===== config.mk =====
export PLATFORM = sky130hd
export DESIGN_NAME = boxcar_moving_average_core_flat
export DESIGN_NICKNAME = d
export VERILOG_FILES = /design/src/rtl/core/bma_pkg.sv /design/src/rtl/core/bma_if.sv /design/src/rtl/core/bma_ram.sv /design/src/rtl/core/boxcar_moving_average_core.sv /design/src/flat_wrapper.sv
export SDC_FILE = /design/constraint.sdc
export NUM_CORES = 1
export LEC_CHECK = 0
export BUFFER_PORTS_ARGS = -buffer_cell sky130_fd_sc_hd__buf_2
export CAP_MARGIN = 25
export CORE_MARGIN = 1
export CORE_UTILIZATION = 31
export CTS_BUF_LIST = sky130_fd_sc_hd__clkbuf_4 sky130_fd_sc_hd__clkbuf_8
export DETAILED_ROUTE_END_ITERATION = 7
export PLACE_DENSITY = 0.42
export SYNTH_ARGS = -nofsm -noshare
export SYNTH_HDL_FRONTEND = slang
export SYNTH_SLANG_ARGS = --single-unit

===== constraint.sdc =====
create_clock -name clock -period 5.3 [get_ports clock]
set_clock_uncertainty 0.2 [all_clocks]
set_input_delay 1.325 -clock clock [delete_from_list [all_inputs] [get_ports clock]]
set_output_delay 1.325 -clock clock [all_outputs]
set_load 0.01 [all_outputs]

===== src/rtl/core/bma_pkg.sv =====
// ----------------------------------------------------------------------------
// bma_pkg: shared types and constants of the boxcar moving average
// Holds the sequencer state type and the fixed width of the window-length
// register.
// ----------------------------------------------------------------------------
package bma_pkg;

   // width of the window-length register, fixed by the register map
   localparam int WINDOW_LENGTH_WIDTH = 7;

   // reset value of the window-length register
   localparam logic [WINDOW_LENGTH_WIDTH-1:0] WINDOW_LENGTH_RESET = 7'd4;

   typedef enum logic [1:0] {
      BMA_IDLE,
      BMA_UPDATE,
      BMA_DIVIDE,
      BMA_DONE
   } bma_state_type;

endpackage


===== src/rtl/core/bma_if.sv =====
// ----------------------------------------------------------------------------
// bma_if: valid/ready channels of the boxcar moving average
// Sample request channel, average response channel and the register write
// channel.
// ----------------------------------------------------------------------------
interface bma_req_if #(
   parameter int SAMPLE_WIDTH = 16
);
   logic                           valid;
   logic                           ready;
   logic signed [SAMPLE_WIDTH-1:0] sample;
   logic                           series_start;

   modport source (output valid, output sample, output series_start, input ready);
   modport sink   (input valid, input sample, input series_start, output ready);
endinterface

interface bma_rsp_if #(
   parameter int SAMPLE_WIDTH = 16
);
   logic                           valid;
   logic                           ready;
   logic signed [SAMPLE_WIDTH-1:0] average;

   modport source (output valid, output average, input ready);
   modport sink   (input valid, input average, output ready);
endinterface

interface bma_csr_if;
   logic                                     valid;
   logic                                     ready;
   logic [bma_pkg::WINDOW_LENGTH_WIDTH-1:0]  data;

   modport source (output valid, output data, input ready);
   modport sink   (input valid, input data, output ready);
endinterface


===== src/rtl/core/bma_ram.sv =====
// ----------------------------------------------------------------------------
// bma_ram: generic single-clock RAM
// One write port and one read port, read data registered.
// ----------------------------------------------------------------------------
module bma_ram #(
   parameter int WIDTH = 16,
   parameter int DEPTH = 64
) (
   input  logic                                   clock,
   input  logic                                   wr_en,
   input  logic [((DEPTH > 1) ? $clog2(DEPTH) : 1)-1:0] wr_addr,
   input  logic [WIDTH-1:0]                       wr_data,
   input  logic                                   rd_en,
   input  logic [((DEPTH > 1) ? $clog2(DEPTH) : 1)-1:0] rd_addr,
   output logic [WIDTH-1:0]                       rd_data
);

   logic [WIDTH-1:0] mem_ff [DEPTH];
   logic [WIDTH-1:0] rd_data_ff;

   always_ff @(posedge clock) begin
      if (wr_en) begin
         mem_ff[wr_addr] <= wr_data;
      end
      if (rd_en) begin
         rd_data_ff <= mem_ff[rd_addr];
      end
   end

   assign rd_data = rd_data_ff;

endmodule


===== src/rtl/core/boxcar_moving_average_core.sv =====
// ----------------------------------------------------------------------------
// boxcar_moving_average_core: streaming boxcar moving average
// Delay line in RAM, exact running sum, fill count and a bit-serial divider.
// ----------------------------------------------------------------------------
// Each request item carries one signed sample and a series-start flag. The
// last WINDOW_MAX samples live in a circular delay line held in a RAM with a
// registered read. From the window_length-th sample of the current series
// on, every sample yields one response item: the exact sum of the last
// window_length samples divided by window_length, truncated toward zero. A
// window length of zero yields no responses; values above WINDOW_MAX act as
// WINDOW_MAX. Writing the register clears the sum and the fill count, so the
// next sample opens a new series; write it only while the block is idle.
// Sequence: an item is taken in the idle state, which issues the read of the
// sample leaving the window (with a zero window the item is dropped there);
// the update state then subtracts that sample once the window is full, adds
// the new one and writes it to the delay line. An item that produces a
// response then runs the restoring divider, one quotient bit per cycle over
// the SAMPLE_WIDTH + clog2(WINDOW_MAX) + 1 bit sum, and the done state loads
// the output register with the signed average once that register is free,
// so a finished average can wait for the sink while the next item is taken.
// ----------------------------------------------------------------------------
module boxcar_moving_average_core #(
   parameter int WINDOW_MAX   = 64,
   parameter int SAMPLE_WIDTH = 16
) (
   input  logic      clock,
   input  logic      reset,
   bma_req_if.sink   req_chan,
   bma_rsp_if.source rsp_chan,
   bma_csr_if.sink   csr_chan
);

   localparam int WL_W   = bma_pkg::WINDOW_LENGTH_WIDTH;
   // pointer into the delay line
   localparam int PTR_W  = (WINDOW_MAX > 1) ? $clog2(WINDOW_MAX) : 1;
   // effective length and fill count: must hold WINDOW_MAX and the raw register
   localparam int LEN_W  = ($clog2(WINDOW_MAX + 1) > WL_W) ? $clog2(WINDOW_MAX + 1) : WL_W;
   // exact window sum
   localparam int SUM_W  = SAMPLE_WIDTH + $clog2(WINDOW_MAX) + 1;
   localparam int EXT_W  = SUM_W - SAMPLE_WIDTH;
   // wide enough for pointer plus WINDOW_MAX without overflow
   localparam int ADR_W  = ((PTR_W > LEN_W) ? PTR_W : LEN_W) + 1;
   localparam int CNT_W  = $clog2(SUM_W);

   bma_pkg::bma_state_type state_ff, state_in;

   logic [WL_W-1:0]                wl_ff, wl_in;
   logic signed [SUM_W-1:0]        sum_ff, sum_in;
   logic [LEN_W-1:0]               fill_ff, fill_in;
   logic [PTR_W-1:0]               wp_ff, wp_in;
   logic [SAMPLE_WIDTH-1:0]        sample_ff, sample_in;
   logic                           evict_ff, evict_in;
   logic [SUM_W-1:0]               quo_ff, quo_in;
   logic [LEN_W-1:0]               rem_ff, rem_in;
   logic                           neg_ff, neg_in;
   logic [CNT_W-1:0]               cnt_ff, cnt_in;
   logic                           rsp_valid_ff, rsp_valid_in;
   logic [SAMPLE_WIDTH-1:0]        avg_ff, avg_in;

   logic [LEN_W-1:0]               eff_len;
   logic [ADR_W-1:0]               wp_ext;
   logic [ADR_W-1:0]               len_ext;
   logic [ADR_W-1:0]               old_ext;

   logic                           ram_wr_en;
   logic                           ram_rd_en;
   logic [SAMPLE_WIDTH-1:0]        ram_rd_data;

   logic [LEN_W-1:0]               fill_base;
   logic signed [SUM_W-1:0]        sum_base;
   logic signed [SUM_W-1:0]        sum_next;
   logic signed [SUM_W-1:0]        old_sext;
   logic signed [SUM_W-1:0]        new_sext;
   logic [SUM_W-1:0]               sum_mag;
   logic [LEN_W-1:0]               fill_next;
   logic [LEN_W:0]                 trial;
   logic [LEN_W:0]                 trial_diff;
   logic [SAMPLE_WIDTH-1:0]        quo_lo;

   // saturate the register at the delay-line depth
   assign eff_len = (LEN_W'(wl_ff) > LEN_W'(WINDOW_MAX)) ? LEN_W'(WINDOW_MAX)
                                                         : LEN_W'(wl_ff);

   // slot of the sample leaving the window: (wp - len) mod WINDOW_MAX
   assign wp_ext  = ADR_W'(wp_ff);
   assign len_ext = ADR_W'(eff_len);
   assign old_ext = (wp_ext >= len_ext) ? (wp_ext - len_ext)
                                        : (wp_ext + ADR_W'(WINDOW_MAX) - len_ext);

   bma_ram #(
      .WIDTH (SAMPLE_WIDTH),
      .DEPTH (WINDOW_MAX)
   ) u_delay_ram (
      .clock   (clock),
      .wr_en   (ram_wr_en),
      .wr_addr (wp_ff),
      .wr_data (sample_ff),
      .rd_en   (ram_rd_en),
      .rd_addr (old_ext[PTR_W-1:0]),
      .rd_data (ram_rd_data)
   );

   // sum arithmetic for the update cycle
   assign old_sext = evict_ff ? $signed({{EXT_W{ram_rd_data[SAMPLE_WIDTH-1]}}, ram_rd_data})
                              : '0;
   assign new_sext = $signed({{EXT_W{sample_ff[SAMPLE_WIDTH-1]}}, sample_ff});
   assign sum_next = sum_ff - old_sext + new_sext;
   assign sum_mag  = sum_next[SUM_W-1] ? (~sum_next + 1'b1) : sum_next;
   assign fill_next = evict_ff ? eff_len : (fill_ff + 1'b1);

   // one restoring-division step
   assign trial      = {rem_ff, quo_ff[SUM_W-1]};
   assign trial_diff = trial - {1'b0, eff_len};
   assign quo_lo     = quo_ff[SAMPLE_WIDTH-1:0];

   assign fill_base = req_chan.series_start ? '0 : fill_ff;
   assign sum_base  = req_chan.series_start ? '0 : sum_ff;

   assign req_chan.ready  = (state_ff == bma_pkg::BMA_IDLE);
   assign csr_chan.ready  = 1'b1;
   assign rsp_chan.valid  = rsp_valid_ff;
   assign rsp_chan.average = avg_ff;

   always_comb begin
      state_in     = state_ff;
      wl_in        = wl_ff;
      sum_in       = sum_ff;
      fill_in      = fill_ff;
      wp_in        = wp_ff;
      sample_in    = sample_ff;
      evict_in     = evict_ff;
      quo_in       = quo_ff;
      rem_in       = rem_ff;
      neg_in       = neg_ff;
      cnt_in       = cnt_ff;
      avg_in       = avg_ff;
      rsp_valid_in = rsp_valid_ff && !rsp_chan.ready;
      ram_wr_en    = 1'b0;
      ram_rd_en    = 1'b0;

      unique case (state_ff)
         bma_pkg::BMA_IDLE: begin
            if (req_chan.valid) begin
               // series start clears before the sample is taken
               sum_in  = sum_base;
               fill_in = fill_base;
               if (eff_len != '0) begin
                  sample_in = req_chan.sample;
                  evict_in  = (fill_base >= eff_len);
                  ram_rd_en = (fill_base >= eff_len);
                  state_in  = bma_pkg::BMA_UPDATE;
               end
            end
         end
         bma_pkg::BMA_UPDATE: begin
            // drop the oldest sample, add the new one, advance the pointer
            sum_in    = sum_next;
            fill_in   = fill_next;
            ram_wr_en = 1'b1;
            wp_in     = (wp_ff == PTR_W'(WINDOW_MAX - 1)) ? '0 : (wp_ff + 1'b1);
            if (fill_next == eff_len) begin
               quo_in   = sum_mag;
               neg_in   = sum_next[SUM_W-1];
               rem_in   = '0;
               cnt_in   = '0;
               state_in = bma_pkg::BMA_DIVIDE;
            end else begin
               state_in = bma_pkg::BMA_IDLE;
            end
         end
         bma_pkg::BMA_DIVIDE: begin
            if (trial >= {1'b0, eff_len}) begin
               rem_in = trial_diff[LEN_W-1:0];
               quo_in = {quo_ff[SUM_W-2:0], 1'b1};
            end else begin
               rem_in = trial[LEN_W-1:0];
               quo_in = {quo_ff[SUM_W-2:0], 1'b0};
            end
            cnt_in = cnt_ff + 1'b1;
            if (cnt_ff == CNT_W'(SUM_W - 1)) begin
               state_in = bma_pkg::BMA_DONE;
            end
         end
         bma_pkg::BMA_DONE: begin
            // hold until the output register is free, then apply the sign
            if (!rsp_valid_ff || rsp_chan.ready) begin
               avg_in       = neg_ff ? (~quo_lo + 1'b1) : quo_lo;
               rsp_valid_in = 1'b1;
               state_in     = bma_pkg::BMA_IDLE;
            end
         end
      endcase

      // a register write restarts the series
      if (csr_chan.valid) begin
         wl_in   = csr_chan.data;
         sum_in  = '0;
         fill_in = '0;
      end
   end

   always_ff @(posedge clock) begin
      if (reset) begin
         state_ff     <= bma_pkg::BMA_IDLE;
         wl_ff        <= bma_pkg::WINDOW_LENGTH_RESET;
         sum_ff       <= '0;
         fill_ff      <= '0;
         wp_ff        <= '0;
         rsp_valid_ff <= 1'b0;
      end else begin
         state_ff     <= state_in;
         wl_ff        <= wl_in;
         sum_ff       <= sum_in;
         fill_ff      <= fill_in;
         wp_ff        <= wp_in;
         rsp_valid_ff <= rsp_valid_in;
      end
   end

   always_ff @(posedge clock) begin
      sample_ff <= sample_in;
      evict_ff  <= evict_in;
      quo_ff    <= quo_in;
      rem_ff    <= rem_in;
      neg_ff    <= neg_in;
      cnt_ff    <= cnt_in;
      avg_ff    <= avg_in;
   end

   // ------------------------------------------------------------------------
   // assertions
   // ------------------------------------------------------------------------
   a_fill_bound : assert property (@(posedge clock) disable iff (reset)
      fill_ff <= eff_len)
      else $error("fill count above the effective window length");

   a_ptr_bound : assert property (@(posedge clock) disable iff (reset)
      wp_ff <= PTR_W'(WINDOW_MAX - 1))
      else $error("write pointer beyond the delay line");

   a_rem_bound : assert property (@(posedge clock) disable iff (reset)
      (state_ff == bma_pkg::BMA_DIVIDE) |-> (rem_ff < eff_len))
      else $error("divider remainder not below the divisor");

   a_rsp_source : assert property (@(posedge clock) disable iff (reset)
      $rose(rsp_valid_ff) |-> $past(state_ff == bma_pkg::BMA_DONE))
      else $error("response raised outside the output load cycle");

endmodule

===== src/flat_wrapper.sv =====
// flat-port wrapper written by rule: the top's interface ports become plain ports
module boxcar_moving_average_core_flat 
#(
   parameter int WINDOW_MAX   = 64,
   parameter int SAMPLE_WIDTH = 16
)
  (clock, reset, req_chan_valid, req_chan_sample, req_chan_series_start, req_chan_ready, rsp_chan_valid, rsp_chan_average, rsp_chan_ready, csr_chan_valid, csr_chan_data, csr_chan_ready);
  bma_req_if #(.SAMPLE_WIDTH(SAMPLE_WIDTH)) req_chan_i ();
  bma_rsp_if #(.SAMPLE_WIDTH(SAMPLE_WIDTH)) rsp_chan_i ();
  bma_csr_if csr_chan_i ();
  input  logic clock;
  input  logic reset;
  input wire logic [$bits(req_chan_i.valid)-1:0] req_chan_valid;
  input wire logic [$bits(req_chan_i.sample)-1:0] req_chan_sample;
  input wire logic [$bits(req_chan_i.series_start)-1:0] req_chan_series_start;
  output wire logic [$bits(req_chan_i.ready)-1:0] req_chan_ready;
  output wire logic [$bits(rsp_chan_i.valid)-1:0] rsp_chan_valid;
  output wire logic [$bits(rsp_chan_i.average)-1:0] rsp_chan_average;
  input wire logic [$bits(rsp_chan_i.ready)-1:0] rsp_chan_ready;
  input wire logic [$bits(csr_chan_i.valid)-1:0] csr_chan_valid;
  input wire logic [$bits(csr_chan_i.data)-1:0] csr_chan_data;
  output wire logic [$bits(csr_chan_i.ready)-1:0] csr_chan_ready;
  assign req_chan_i.valid = req_chan_valid;
  assign req_chan_i.sample = req_chan_sample;
  assign req_chan_i.series_start = req_chan_series_start;
  assign req_chan_ready = req_chan_i.ready;
  assign rsp_chan_valid = rsp_chan_i.valid;
  assign rsp_chan_average = rsp_chan_i.average;
  assign rsp_chan_i.ready = rsp_chan_ready;
  assign csr_chan_i.valid = csr_chan_valid;
  assign csr_chan_i.data = csr_chan_data;
  assign csr_chan_ready = csr_chan_i.ready;
  boxcar_moving_average_core #(.WINDOW_MAX(WINDOW_MAX), .SAMPLE_WIDTH(SAMPLE_WIDTH)) u_core (.clock(clock), .reset(reset), .req_chan(req_chan_i), .rsp_chan(rsp_chan_i), .csr_chan(csr_chan_i));
endmodule

* Word level (Yosys, flattened, before mapping)
Memories as Yosys holds them, arrays and structs flattened. A register that Yosys moved wholly into a read port is not among the register bits. Index checks and enable logic that the tools add are counted.
Cells by class: eq/ne operators 12, $lt $le $gt $ge 4, mux-type cells 35, bitwise gates (word level) 2, reductions and logical operators 16, add/sub/neg operators 11
Operators with widths (number):
- $mux W23 | 5
- $pmux W23 S2 | 2
- $mux W7 | 6
- $pmux W7 S2 | 2
- $add A23 B1 Y23 const B | 1
- $add A23 B16 Y23 | 1
- $not A23 Y23 | 1
- $sub A23 B23 Y23 | 1
- $add A16 B1 Y16 const B | 1
- $mux W16 | 1
- $not A16 Y16 | 1
- $add A6 B1 Y6 const B | 2
- $mux W6 | 2
- $sub A6 B6 Y6 | 2
- $mux W2 | 5
- $pmux W5 S2 | 1
- $mux W1 | 9
- $ge A8 B7 Y1 | 1
- $ne A2 B1 Y1 const B | 4
- $pmux W2 S4 | 1
- $reduce_and A2 Y1 | 4
- $add A7 B1 Y7 const B | 1
- $eq A7 B7 Y1 | 1
- $ge A6 B7 Y1 | 1
- other kinds (19) | 24
Storage, ports and cells: word-level logic and storage cells 94, input bits 29, output and inout bits 19, memories 1, bits in registers 115, bits in writable memories 1024
Memory list:
- u_core.u_delay_ram.mem_ff | words 64, width 16, read ports 1, clocked after memory_dff 1, write ports 1, RTL line bma_ram.sv:18 | logic [WIDTH-1:0] mem_ff [DEPTH];

* Longest topological paths before layout
Gate-level depths: netlist of run 1.
depth in word-level cells 8, depth in mapped cells 19, gate-level depth less buffers 15

* Modules after synthesis
A second synthesis of run 1 with hierarchy kept.
Second synthesis, totals: cells, all modules 2773, area, all modules 48616.6 um^2
By module, submodules not included:
- bma_ram | seq. area each 31230.0 um^2, cells an instance 1829, instances 1, area each 40202.3 um^2
- boxcar_moving_average_core | seq. area each 2992.9 um^2, cells an instance 944, instances 1, area each 8414.3 um^2

* Worst setup path after synthesis of run 1
OpenSTA, ideal clock, no wires.
path kind register -> register, start point register u_core.sample_ff[15], end point register u_core.quo_ff[21] (data pin), library setup time 261 ps, slack 392 ps, arrival 4447 ps, cell stages (with the launch flop) 15, period minus slack after synthesis 4908 ps, path buffers 1, cell sequence edfxtp_1 inv_1 fa_1 inv_1 ha_1 clkbuf_1 nand3_1 and2_1 or3b_2 o221ai_2 a21oi_1 o31a_1 nor4_2 nor2_1 a221o_1
On the way: word-level cells in the longest chain between the ends 6
RTL lines:
- from (decl) | RTL line boxcar_moving_average_core.sv:51 | logic [SAMPLE_WIDTH-1:0] sample_ff, sample_in;
- from (signal assigned) | RTL line boxcar_moving_average_core.sv:221 | sample_ff <= sample_in;
- $add A23 B16 Y23 * | RTL line boxcar_moving_average_core.sv:107 | assign sum_next = sum_ff - old_sext + new_sext;
- $not A23 Y23 | RTL line boxcar_moving_average_core.sv:108 | assign sum_mag = sum_next[SUM_W-1] ? (~sum_next + 1'b1) : sum_next;
- $add A23 B1 Y23 | RTL line boxcar_moving_average_core.sv:108
- $mux W23 * | RTL line boxcar_moving_average_core.sv:108
- $mux W23 * | RTL line boxcar_moving_average_core.sv:161 | if (fill_next == eff_len) begin
- $pmux W23 S2 * | RTL line boxcar_moving_average_core.sv:141 | unique case (state_ff)
- named net u_core.quo_in[21] | RTL line boxcar_moving_average_core.sv:53 | logic [SUM_W-1:0] quo_ff, quo_in;
- to (signal assigned) | RTL line boxcar_moving_average_core.sv:223 | quo_ff <= quo_in;
- to (decl) | RTL line boxcar_moving_average_core.sv:53
Mark *: on every way through the listed nets, which the timed path passes. The rest lies on a longest branch. The select of a mux whose other input is x is not followed. A chain may end at the register's enable or synchronous reset.

* Worst setup path after layout of run 1
start point register u_core.evict_ff, end point register u_core.quo_ff[21] (data pin)
On the way: word-level cells in the longest chain between the ends 8
RTL lines:
- from (decl) | RTL line boxcar_moving_average_core.sv:52 | logic evict_ff, evict_in;
- from (signal assigned) | RTL line boxcar_moving_average_core.sv:222 | evict_ff <= evict_in;
- $mux W23 * | RTL line boxcar_moving_average_core.sv:104 | assign old_sext = evict_ff ? $signed({{EXT_W{ram_rd_data[SAMPLE_WIDTH-1]}}, ram_rd_data})
- $sub A23 B23 Y23 * | RTL line boxcar_moving_average_core.sv:107
- $add A23 B16 Y23 * | RTL line boxcar_moving_average_core.sv:107
- $not A23 Y23 | RTL line boxcar_moving_average_core.sv:108
- $add A23 B1 Y23 | RTL line boxcar_moving_average_core.sv:108
- $mux W23 * | RTL line boxcar_moving_average_core.sv:108
- $mux W23 * | RTL line boxcar_moving_average_core.sv:161
- $pmux W23 S2 * | RTL line boxcar_moving_average_core.sv:141
- named net u_core.quo_in[21] | RTL line boxcar_moving_average_core.sv:53
Marked as above.

==> run summary, run 1 <==
* flip-flop and latch count after synthesis: 1155
* cell count after synthesis: 2497
* GRT Resource Usage Total: 0.169
* nature of the critical path startpoint: flop
* biggest cell delay along the critical path: 0.59 ns
* NumNets Final: 2857
* data required time at the worst endpoint: 5.73 ns
* worst min-delay path startpoint: u_core.sum_ff[4]$_SDFFE_PP0P_
* number of cell instances on the worst register-to-register path: 14
* series of cell instances along the critical path: and2_1 -> ha_1 -> inv_1 -> ha_1 -> fa_1 -> a21oi_1 -> o221ai_2 -> xnor2_1 -> o2111ai_1 -> nor3_1 -> nand3_1 -> nor4_2 -> nor2_1 -> a221o_1
* count of max-cap constraint violations: 0
* DIE HEIGHT: 395 um
* Final Instance Area: 0.0553 mm^2
* Post-Layout Cell Count: 4948
* post-place instance area: 0.0515 mm^2
* Top-Level Pins: 48
* total via count after detailed routing: 24300
* Initial Util: 0.314
* Setup WS post-layout: 0.349 ns
* Final Cycle Share: 0.934
* Max clock buf depth: 3
* combinational group share of total power: 0.169
* worst slack after detailed placement: 0.269 ns
* master of the slowest instance on the critical path: sky130_fd_sc_hd__edfxtp_1
* number of CTS-inserted buffers: 196
* post-synthesis sequential area ratio: 0.716
* violation count after the first detailed-route iteration: 1571
* estimated wirelength of the detail-placed design: 75800 um
* GRT Residual Overflow: 0
* clock tree from TritonCTS: built
* antenna violations before repair: 5
* number of sinks driven by the clock tree: 1155
* instance count after placement with tap cells included: 4587
* Peak supply drop: 0.225 mV
* worst min path class: reg2reg
* residual DRC count: 0
* critical path arrival: 5.38 ns
* detailed-route wire length: 131000 um
* H-Tree Level Count: 4
* reported net switching power: 5.88 mW
* total area of sequential cells: 0.0342 mm^2
* Setup crit start: u_core.evict_ff$_DFFE_PP_
* kind of capture point of the worst setup path: flop
* GP Congestion: 0.752
* post-route setup TNS: 0 ns
* layout overhead on the synthesized area: 15.7%
* most frequent CP cell: sky130_fd_sc_hd__ha_1
* Period minus WS final: 4.95 ns
* worst slew slack as a fraction of its limit: 0.408
* end of the worst hold path: u_core.sum_ff[4]$_SDFFE_PP0P_
* clock network fraction of total power: 0.358
* die outline width: 395 um
* power share of the sequential group: 0.474
* proportion of synthesized flip-flops having asynchronous set or reset: 0
* total of warnings raised by yosys: 0
* synthesized net count: 2599
* count of buffers inserted at the top-level ports: 46
* cell area after technology mapping: 0.0478 mm^2
* pin count of the biggest net entering global routing: 66
* fraction of layout instances using a drive strength above 1: 0.302
* clock transition at the registers of the reported paths: 0.06 ns
* Internal Dissipation: 15.9 mW
* average routed wire per standard cell: 26.4 um
* capturing point of the worst reg2reg path: u_core.quo_ff[21]$_DFFE_PP_
* number of hold violations in the final report: 0
* status: finished clean
* Crit Path Max Fanout: 17
* # rows: 143
* insertion delay of the later-clocked pin in the worst-skew pair: 0.88 ns
* R2R setup slack: 0.35 ns
* transition time at the pin with the least slew margin: 0.886 ns
* DRT antenna net count: 0
* type of the worst setup path: reg2reg
* multi-input gate area in the final layout: 0.0129 mm^2
* vias in the first global route: 26200
* core box area: 0.152 mm^2
* via density per instance: 4.92
* area of the die: 0.156 mm^2
* worst hold path depth: 2
* First-pass DRT Iterations: 5
* post-route worst hold slack: 0.299 ns
* number of distinct standard cells referenced by the synthesized netlist: 79
* main flop type after synthesis: sky130_fd_sc_hd__edfxtp_1
* Setup-failing EPs final: 0
* power consumption: 21.8 mW
* total power divided by cell area: 393 mW/mm^2
* number of enable-type register cells in the synthesized netlist: 1109
* end-of-flow core utilization: 0.363
* Fmax: 202 MHz
* sw frac: 0.270
* Leakage Power: 17.9 nW
* final-layout fill cell count: 14300
* number of max-slew violations in the final report: 0
* worst reg2reg startpoint: u_core.evict_ff$_DFFE_PP_
* RSZ-0062 raised after global routing: no
* mean cell area of the mapped netlist: 19.1 um^2
* wire length of the first global-routing pass: 188000 um
* library cell used as clock root buffer: sky130_fd_sc_hd__clkbuf_8
-- kinds of logic (layout without fill, tap and decap cells) --
| group | after synthesis | in the layout | share of synthesized area |
|---|---|---|---|
| fa+ha+maj | 73 | 73 | 0.0229 |
| compound gates | 239 | 239 | 0.0344 |
| simple gates | 375 | 375 | 0.0371 |
| mux | 349 | 349 | 0.157 |
| flops | 1155 | 1155 | 0.716 |
| xor+xnor | 73 | 73 | 0.0135 |
| buf+inv | 232 | 649 | 0.0195 |
| other cells | 1 | 5 | 0.0000784 |
-- power groups by stage --
stage / clock network, mW / logic (mW) / registers [mW]
after CTS: 8.07 / 3.77 / 10.3
final: 7.79 / 3.67 / 10.3
after global routing: 8.44 / 3.98 / 10.3
after detailed placement: 0 / 3.75 / 10.5
after floorplan: 0 / 2.36 / 10.5
after global placement: 0 / 3.71 / 10.5
-- cell usage in the layout, fill, tap and decap left out, drive strengths merged, types with 5 or more instances in the layout --
| cell type | count |
|---|---|
| a211oi | 25 |
| a21o | 11 |
| a21oi | 86 |
| a22oi | 22 |
| and2 | 22 |
| buf | 183 |
| clkbuf | 265 |
| clkinv | 78 |
| dfxtp | 46 |
| edfxtp | 1109 |
| fa | 24 |
| ha | 49 |
| inv | 117 |
| mux2i | 29 |
| mux4 | 320 |
| nand2 | 60 |
| nand2b | 11 |
| nand3 | 19 |
| nand4 | 11 |
| nor2 | 170 |
| nor2b | 33 |
| nor3 | 14 |
| nor4 | 5 |
| o21ai | 40 |
| o31ai | 14 |
| or3 | 8 |
| or4 | 5 |
| xnor2 | 45 |
| xor2 | 28 |
-- metal layers --
| layer | share of wire | global-route usage |
|---|---|---|
| met5 | 0 | 0 |
| met2 | 0.51 | 0.289 |
| met3 | 0.042 | 0.0300 |
| met4 | 0.016 | 0.0420 |
| met1 | 0.43 | 0.221 |
-- flip-flops by register name, summed over array words and instances, names as in the netlist, named ones only --
name / flops
u_core.cnt_ff: 5
u_core.evict_ff: 1
u_core.fill_ff: 7
u_core.neg_ff: 1
u_core.quo_ff: 23
u_core.rem_ff: 7
u_core.rsp_chan.average: 16
u_core.rsp_chan.valid: 1
u_core.sample_ff: 16
u_core.state_ff: 1
u_core.sum_ff: 23
u_core.u_delay_ram.mem_ff: 1024
u_core.u_delay_ram.rd_data: 16
u_core.wl_ff: 7
u_core.wp_ff: 6
-- Yosys cell counts (5+ instances only) --
cell | number | area, um^2
sky130_fd_sc_hd__fa_1 | 24 | 480
sky130_fd_sc_hd__o31ai_1 | 12 | 90.1
sky130_fd_sc_hd__ha_1 | 49 | 613
sky130_fd_sc_hd__nor2b_1 | 33 | 206
sky130_fd_sc_hd__nand2_1 | 60 | 225
sky130_fd_sc_hd__xnor2_1 | 44 | 385
sky130_fd_sc_hd__buf_2 | 11 | 55.1
sky130_fd_sc_hd__buf_4 | 5 | 37.5
sky130_fd_sc_hd__and2_1 | 19 | 119
sky130_fd_sc_hd__mux4_2 | 320 | 7210
sky130_fd_sc_hd__o21ai_0 | 38 | 190
sky130_fd_sc_hd__mux2i_1 | 29 | 290
sky130_fd_sc_hd__nand3_1 | 19 | 95.1
sky130_fd_sc_hd__nor2_1 | 170 | 638
sky130_fd_sc_hd__edfxtp_1 | 1109 | 33300
sky130_fd_sc_hd__a21oi_1 | 84 | 420
sky130_fd_sc_hd__or3_1 | 8 | 50.1
sky130_fd_sc_hd__dfxtp_1 | 46 | 921
sky130_fd_sc_hd__nor3_1 | 14 | 70.1
sky130_fd_sc_hd__a211oi_1 | 24 | 180
sky130_fd_sc_hd__a21o_1 | 8 | 60.1
sky130_fd_sc_hd__a22oi_1 | 22 | 165
sky130_fd_sc_hd__clkbuf_1 | 79 | 297
sky130_fd_sc_hd__xor2_1 | 28 | 245
sky130_fd_sc_hd__nand4_1 | 11 | 68.8
sky130_fd_sc_hd__buf_1 | 21 | 78.8
sky130_fd_sc_hd__inv_1 | 108 | 405
sky130_fd_sc_hd__nand2b_1 | 11 | 68.8
-- how the worst max path moves through the flow --
stage                             endpoint  slack [ns]  cells after the start
4_1_cts        u_core.quo_ff[21]$_DFFE_PP_        0.24                     14
3_5_place_dp   u_core.quo_ff[21]$_DFFE_PP_        0.27                     14
6_report       u_core.quo_ff[21]$_DFFE_PP_        0.35                     14
5_1_grt        u_core.quo_ff[21]$_DFFE_PP_        0.02                     14
3_3_place_gp   u_core.quo_ff[21]$_DFFE_PP_        0.36                     14
2_1_floorplan  u_core.quo_ff[21]$_DFFE_PP_        0.39                     14
-- layout make-up --
cell class / instances / area share
Sequential cell: 1155 / 0.618
Timing Repair Buffer: 183 / 0.0270
Clock inverter: 92 / 0.00968
Clock buffer: 265 / 0.0588
Antenna cell: 4 / 0.000181
Tap cell: 2030 / 0.0459
Inverter: 109 / 0.00739
Multi-Input combinational cell: 1110 / 0.233
-- critical path, delay by kind of cell (launching register included) --
kind / cells / cell delay, ns
and+or+nand+nor: 5 / 1.47
AOI/OAI and AO/OA: 4 / 1.07
adders and majority gates: 3 / 0.99
DFF: 1 / 0.59
xor gates and xnor gates: 1 / 0.32
buffers and inverters: 1 / 0.04
-- what timing repair did --
item                                    4_1_cts  5_1_grt
setup buffers                                 0        0
gates resized for setup                       0        1
hold buffers                                  0        0
endpoints found under the setup margin        0        1
(Power assumes the default switching activity.)
==> run 2, diff against run 1 <==
CORE_MARGIN = 8   (was 1)
==> run summary, run 2 (synthesis results as in run 1) <==
* Crit Path Max Fanout: 17, unchanged
* Initial Util: 0.311, was 0.314
* multi-input gate area in the final layout: 0.0128 mm^2, was 0.0129 mm^2
* Fmax: 208 MHz, was 202 MHz
* Top-Level Pins: 48, unchanged
* wire length of the first global-routing pass: 187000 um, was 188000 um
* antenna violations before repair: 5, unchanged
* type of the worst setup path: reg2reg, unchanged
* GP Congestion: 0.765, was 0.752
* number of max-slew violations in the final report: 0, unchanged
* number of cell instances on the worst register-to-register path: 13, was 14
* GRT Residual Overflow: 0, unchanged
* DRT antenna net count: 0, unchanged
* total area of sequential cells: 0.0342 mm^2, unchanged
* Setup-failing EPs final: 0, unchanged
* number of hold violations in the final report: 0, unchanged
* area of the die: 0.167 mm^2, was 0.156 mm^2
* end-of-flow core utilization: 0.360, was 0.363
* H-Tree Level Count: 4, unchanged
* most frequent standard cell in the layout excluding fill and tap cells: sky130_fd_sc_hd__edfxtp_1, unchanged
* registers with the most flip-flops: u_core.u_delay_ram.mem_ff (1024), u_core.quo_ff (23), u_core.sum_ff (23), unchanged
* transition time at the pin with the least slew margin: 0.996 ns, was 0.886 ns
* critical path arrival: 5.25 ns, was 5.38 ns
* layout overhead on the synthesized area: 15.8%, was 15.7%
* First-pass DRT Iterations: 5, unchanged
* estimated wirelength of the detail-placed design: 76500 um, was 75800 um
* RSZ-0062 raised after global routing: no, unchanged
* number of sinks driven by the clock tree: 1155, unchanged
* worst hold path depth: 2, unchanged
* total power divided by cell area: 397 mW/mm^2, was 393 mW/mm^2
* violation count after the first detailed-route iteration: 1618, was 1571
* count of buffers inserted at the top-level ports: 46, unchanged
* average routed wire per standard cell: 26.1 um, was 26.4 um
* Leakage Power: 18.0 nW, was 17.9 nW
* Final Cycle Share: 0.909, was 0.934
* NumNets Final: 2860, was 2857
* detailed-route wire length: 130000 um, was 131000 um
* register with the most flip-flops: u_core.u_delay_ram.mem_ff, unchanged
* DIE HEIGHT: 409 um, was 395 um
* Max clock buf depth: 3, unchanged
* post-route worst hold slack: 0.293 ns, was 0.299 ns
* number of CTS-inserted buffers: 200, was 196
* clock transition at the registers of the reported paths: 0.06 ns, about the same
* most used cells in the layout excluding fill and tap cells: sky130_fd_sc_hd__edfxtp_1 (1109), sky130_fd_sc_hd__mux4_2 (320), sky130_fd_sc_hd__clkbuf_8 (204), sky130_fd_sc_hd__nor2_1 (148), sky130_fd_sc_hd__buf_4 (121), was sky130_fd_sc_hd__edfxtp_1 (1109), sky130_fd_sc_hd__mux4_2 (320), sky130_fd_sc_hd__clkbuf_8 (202), sky130_fd_sc_hd__nor2_1 (131), sky130_fd_sc_hd__buf_4 (118)
* Peak supply drop: 0.203 mV, was 0.225 mV
* Period minus WS final: 4.82 ns, was 4.95 ns
* worst slack after detailed placement: 0.371 ns, was 0.269 ns
* count of max-cap constraint violations: 0, unchanged
* core box area: 0.154 mm^2, was 0.152 mm^2
* via density per instance: 4.88, was 4.92
* total via count after detailed routing: 24300, about the same
* status: finished clean, unchanged
* worst min path class: reg2reg, unchanged
* number of buffers inserted by hold repair at cts: 0, unchanged
* GRT Resource Usage Total: 0.153, was 0.169
* data required time at the worst endpoint: 5.73 ns, about the same
* library cell used as clock root buffer: sky130_fd_sc_hd__clkbuf_8, unchanged
* Setup WS post-layout: 0.482 ns, was 0.349 ns
* kind of capture point of the worst setup path: flop, unchanged
* nature of the critical path startpoint: flop, unchanged
* worst slew slack as a fraction of its limit: 0.333, was 0.408
* clock tree from TritonCTS: built, unchanged
* fraction of layout instances using a drive strength above 1: 0.298, was 0.302
* insertion delay of the later-clocked pin in the worst-skew pair: 0.89 ns, was 0.88 ns
* residual DRC count: 0, unchanged
* final-layout fill cell count: 14300, about the same
* vias in the first global route: 25700, was 26200
* flip-flop count of the largest register, all copies and words added: 1024, unchanged
* # rows: 144, was 143
* die outline width: 409 um, was 395 um
* pin count of the biggest net entering global routing: 66, unchanged
* post-route setup TNS: 0 ns, unchanged
run 2: cell count changes in the layout (fill, tap and decap cells not counted), moves of 2 or more:
cell / previous run / this run
sky130_fd_sc_hd__nor2_1: 131 / 148
sky130_fd_sc_hd__nor2_2: 32 / 21
sky130_fd_sc_hd__diode_2: 4 / 10
sky130_fd_sc_hd__nor2_4: 7 / 1
sky130_fd_sc_hd__buf_12: 19 / 14
sky130_fd_sc_hd__clkinv_2: 19 / 24
sky130_fd_sc_hd__clkbuf_4: 63 / 67
sky130_fd_sc_hd__buf_4: 118 / 121
sky130_fd_sc_hd__bufinv_16: 2 / 5
sky130_fd_sc_hd__inv_6: 4 / 1
sky130_fd_sc_hd__clkbuf_8: 202 / 204
sky130_fd_sc_hd__inv_12: 4 / 2
run 2: routing by layer:
layer / track usage / part of all wire / vias to the layer above
li1: - / - / 10600
met1: 0.199 / 0.44 / 12900
met2: 0.264 / 0.51 / 506
met3: 0.0269 / 0.037 / 211
met4: 0.0425 / 0.022 / 0
met5: 0 / 0 / -
run 2: layout make-up:
class	instances	share of cell area
inverter	109	0.00746
antenna	10	0.000452
clock buffer	271	0.0598
tap	2044	0.0462
timing repair buffer	182	0.0259
multi-input combinational	1110	0.231
clock inverter	97	0.0110
sequential	1155	0.618
run 2: metrics by stage:
step | power, mW | instances | cell area, um^2
2_1_floorplan | 12.9 | 2497 | 47800
3_3_place_gp | 14.2 | 4599 | 51400
3_5_place_dp | 14.3 | 4600 | 51400
4_1_cts | 22.4 | 4968 | 55300
5_1_grt | 22.9 | 4970 | 55300
6_report | 22.0 | 4978 | 55400
run 2: final timing paths:
kind | slack, ns | startpoint | to
max | 0.48 | u_core.evict_ff$_DFFE_PP_ | u_core.quo_ff[21]$_DFFE_PP_
min | 0.29 | u_core.sum_ff[7]$_SDFFE_PP0P_ | u_core.sum_ff[7]$_SDFFE_PP0P_
max reg2reg | 0.48 | u_core.evict_ff$_DFFE_PP_ | u_core.quo_ff[21]$_DFFE_PP_
min reg2reg | 0.29 | u_core.sum_ff[7]$_SDFFE_PP0P_ | u_core.sum_ff[7]$_SDFFE_PP0P_
run 2: critical path, stage by stage (launching register included):
cell and delay (ns):
sky130_fd_sc_hd__edfxtp_1 0.58, sky130_fd_sc_hd__and2_1 0.25, sky130_fd_sc_hd__fa_1 0.49, sky130_fd_sc_hd__inv_1 0.04, sky130_fd_sc_hd__ha_1 0.51, sky130_fd_sc_hd__nand3_1 0.17, sky130_fd_sc_hd__o221ai_2 0.46, sky130_fd_sc_hd__a21oi_1 0.15
sky130_fd_sc_hd__xnor2_1 0.28, sky130_fd_sc_hd__a2111oi_4 0.45, sky130_fd_sc_hd__nand4b_2 0.24, sky130_fd_sc_hd__nor4_2 0.38, sky130_fd_sc_hd__nor2_1 0.08, sky130_fd_sc_hd__a221o_1 0.29
run 2: where the power goes:
part	internal (mW)	switching, mW	leakage, nW
clock network	4.30	3.68	2.07
registers	10.2	0.0687	10.4
logic	1.53	2.16	5.54
run 2: what timing repair did:
action | in CTS | in global routing
buffers inserted | 0 | 0
resized for setup | 0 | 1
setup endpoints to repair | 0 | 6
==> run 3, diff against run 2 <==
RECOVER_POWER = 100   (was default)
==> run summary, run 3 (synthesis results as in run 1) <==
* GRT Residual Overflow: 0, unchanged
* via density per instance: 4.88, about the same
* Leakage Power: 17.5 nW, was 18.0 nW
* biggest cell delay along the critical path: 1.04 ns, was 0.58 ns
* core box area: 0.154 mm^2, unchanged
* insertion delay of the later-clocked pin in the worst-skew pair: 0.89 ns, about the same
* post-route setup TNS: 0 ns, unchanged
* estimated wirelength of the detail-placed design: 76500 um, unchanged
* Setup crit start: u_core.wl_ff[6]$_SDFFE_PP0P_, was u_core.evict_ff$_DFFE_PP_
* most frequent CP cell: sky130_fd_sc_hd__a21oi_1
* end-of-flow core utilization: 0.357, was 0.360
* clock tree from TritonCTS: built, unchanged
* worst min path class: reg2reg, unchanged
* pin count of the biggest net entering global routing: 66, unchanged
* layout overhead on the synthesized area: 14.9%, was 15.8%
* antenna violations before repair: 5, unchanged
* destination of the critical timing path: u_core.u_delay_ram.rd_data[13]$_DFFE_PP_, was u_core.quo_ff[21]$_DFFE_PP_
* Setup-failing EPs final: 0, unchanged
* CP top delay family: XOR/XNOR gates, was compound AO/OA/AOI/OAI gates
* capturing point of the worst reg2reg path: u_core.u_delay_ram.rd_data[13]$_DFFE_PP_, was u_core.quo_ff[21]$_DFFE_PP_
* master of the slowest instance on the critical path: sky130_fd_sc_hd__xnor2_1, was sky130_fd_sc_hd__edfxtp_1
* violation count after the first detailed-route iteration: 1712, was 1618
* flip-flop count of the largest register, all copies and words added: 1024, unchanged
* nature of the critical path startpoint: flop, unchanged
* GRT Resource Usage Total: 0.153, unchanged
* average routed wire per standard cell: 26.1 um, about the same
* count of max-cap constraint violations: 38, was 0
* register with the most flip-flops: u_core.u_delay_ram.mem_ff, unchanged
* die outline width: 409 um, unchanged
* post-route worst hold slack: 0.293 ns, about the same
* Crit path buffers/inverters: 3, was 1
* total via count after detailed routing: 24300, about the same
* number of CTS-inserted buffers: 200, unchanged
* Peak supply drop: 0.204 mV, was 0.203 mV
* DIE HEIGHT: 409 um, unchanged
* worst reg2reg startpoint: u_core.wl_ff[6]$_SDFFE_PP0P_, was u_core.evict_ff$_DFFE_PP_
* setup repair bufs after CTS: 0, unchanged
* wire length of the first global-routing pass: 187000 um, unchanged
* data required time at the worst endpoint: 5.69 ns, was 5.73 ns
* R2R setup slack: 0.29 ns, was 0.48 ns
* fraction of layout instances using a drive strength above 1: 0.256, was 0.298
* number of cell instances on the worst register-to-register path: 11, was 13
* count of buffers inserted at the top-level ports: 46, unchanged
* Final Cycle Share: 0.946, was 0.909
* # rows: 144, unchanged
* total power divided by cell area: 400 mW/mm^2, was 397 mW/mm^2
* vias in the first global route: 25700, unchanged
* series of cell instances along the critical path: clkinv_1 -> nand2_1 -> fa_4 -> a21o_1 -> a21oi_1 -> xnor2_1 -> buf_12 -> mux4_2 -> a211oi_1 -> clkbuf_2 -> a21oi_1, was and2_1 -> fa_1 -> inv_1 -> ha_1 -> nand3_1 -> o221ai_2 -> a21oi_1 -> xnor2_1 -> a2111oi_4 -> nand4b_2 -> nor4_2 -> nor2_1 -> a221o_1
* Period minus WS final: 5.01 ns, was 4.82 ns
* Initial Util: 0.311, unchanged
* DRT antenna net count: 0, unchanged
* GP Congestion: 0.765, unchanged
* clock transition at the registers of the reported paths: 0.06 ns, about the same
* registers with the most flip-flops: u_core.u_delay_ram.mem_ff (1024), u_core.quo_ff (23), u_core.sum_ff (23), unchanged
* status: complete, but fails checks, was finished clean
* number of max-slew violations in the final report: 1330, was 0
* Critical Path Stages: 11, was 13
* RSZ-0062 raised after global routing: no, unchanged
* Top-Level Pins: 48, unchanged
* Max clock buf depth: 3, unchanged
* worst slew slack as a fraction of its limit: -1.28, was 0.333
* library cell used as clock root buffer: sky130_fd_sc_hd__clkbuf_8, unchanged
* critical path arrival: 5.40 ns, was 5.25 ns
* kind of capture point of the worst setup path: flop, unchanged
* most frequent standard cell in the layout excluding fill and tap cells: sky130_fd_sc_hd__edfxtp_1, unchanged
* detailed-route wire length: 130000 um, about the same
* worst hold path depth: 2, unchanged
* First-pass DRT Iterations: 5, unchanged
* residual DRC count: 0, unchanged
* NumNets Final: 2860, unchanged
* most used cells in the layout excluding fill and tap cells: sky130_fd_sc_hd__edfxtp_1 (1109), sky130_fd_sc_hd__mux4_2 (320), sky130_fd_sc_hd__clkbuf_8 (204), sky130_fd_sc_hd__nor2_1 (151), sky130_fd_sc_hd__clkbuf_1 (113), was sky130_fd_sc_hd__edfxtp_1 (1109), sky130_fd_sc_hd__mux4_2 (320), sky130_fd_sc_hd__clkbuf_8 (204), sky130_fd_sc_hd__nor2_1 (148), sky130_fd_sc_hd__buf_4 (121)
* number of sinks driven by the clock tree: 1155, unchanged
* Crit Path Max Fanout: 36, was 17
* H-Tree Level Count: 4, unchanged
* Fmax: 200 MHz, was 208 MHz
* area of the die: 0.167 mm^2, unchanged
* type of the worst setup path: reg2reg, unchanged
* transition time at the pin with the least slew margin: 3.42 ns, was 0.996 ns
* number of hold violations in the final report: 0, unchanged
* violated checks: max-capacitance violations, max-slew violations
[run 3: worst min path at each step]
stage | startpoint | to | slack (ns)
after floorplan | u_core.sum_ff[17]$_SDFFE_PP0P_ | u_core.sum_ff[17]$_SDFFE_PP0P_ | 0.25
after global placement | u_core.sum_ff[7]$_SDFFE_PP0P_ | u_core.sum_ff[7]$_SDFFE_PP0P_ | 0.28
after detailed placement | u_core.sum_ff[7]$_SDFFE_PP0P_ | u_core.sum_ff[7]$_SDFFE_PP0P_ | 0.28
after CTS | u_core.sum_ff[7]$_SDFFE_PP0P_ | u_core.sum_ff[7]$_SDFFE_PP0P_ | 0.29
after global routing | u_core.sum_ff[7]$_SDFFE_PP0P_ | u_core.sum_ff[7]$_SDFFE_PP0P_ | 0.32
final | u_core.sum_ff[7]$_SDFFE_PP0P_ | u_core.sum_ff[7]$_SDFFE_PP0P_ | 0.29
[run 3: area by class of cell]
cell class / count / area, um^2
Fill cell: 14400 / 98800
Tap cell: 2044 / 2560
Clock buffer: 271 / 3310
Sequential cell: 1155 / 34200
Multi-Input combinational cell: 1110 / 12700
Antenna cell: 8 / 20.0
Timing Repair Buffer: 182 / 1060
Inverter: 109 / 413
Clock inverter: 97 / 607
[run 3: tightest hold or removal path: cells and delay by family, from the launching register on]
kind	cells	cell delay, ns
AOI/OAI and AO/OA	1	0.06
and+or+nand+nor	1	0.08
DFF	1	0.32
[run 3: what timing repair did]
action / in CTS / in global routing
hold buffers: 0 / 0
endpoints found under the hold margin: 0 / 0
endpoints found under the setup margin: 0 / 6
gates resized for setup: 0 / 1
[run 3: where the power goes]
| part | total [mW] | switching (mW) | internal [mW] |
|---|---|---|---|
| combinational | 3.64 | 2.15 | 1.50 |
| clock | 7.99 | 3.69 | 4.30 |
| sequential | 10.3 | 0.0686 | 10.3 |
| total | 22.0 | 5.90 | 16.1 |
[run 3: through the flow]
| stage | cells | area (um^2) | total power, mW | worst slack (ns) |
|---|---|---|---|---|
| 2_1_floorplan | 2497 | 47800 | 12.9 | 0.392 |
| 3_5_place_dp | 4600 | 51400 | 14.3 | 0.371 |
| 3_3_place_gp | 4599 | 51400 | 14.2 | 0.449 |
| 5_1_grt | 4970 | 54900 | 22.9 | 0.0683 |
| 4_1_cts | 4968 | 55300 | 22.4 | 0.366 |
| 6_report | 4976 | 54900 | 22.0 | 0.288 |
[run 3: layer usage]
metal,track usage,wire [um],part of all wire,vias up
met5,0,0,0,-
met4,0.0425,2900,0.022,0
met3,0.0269,5160,0.040,210
met2,0.264,65700,0.51,527
met1,0.199,55900,0.43,12900
li1,-,-,-,10600
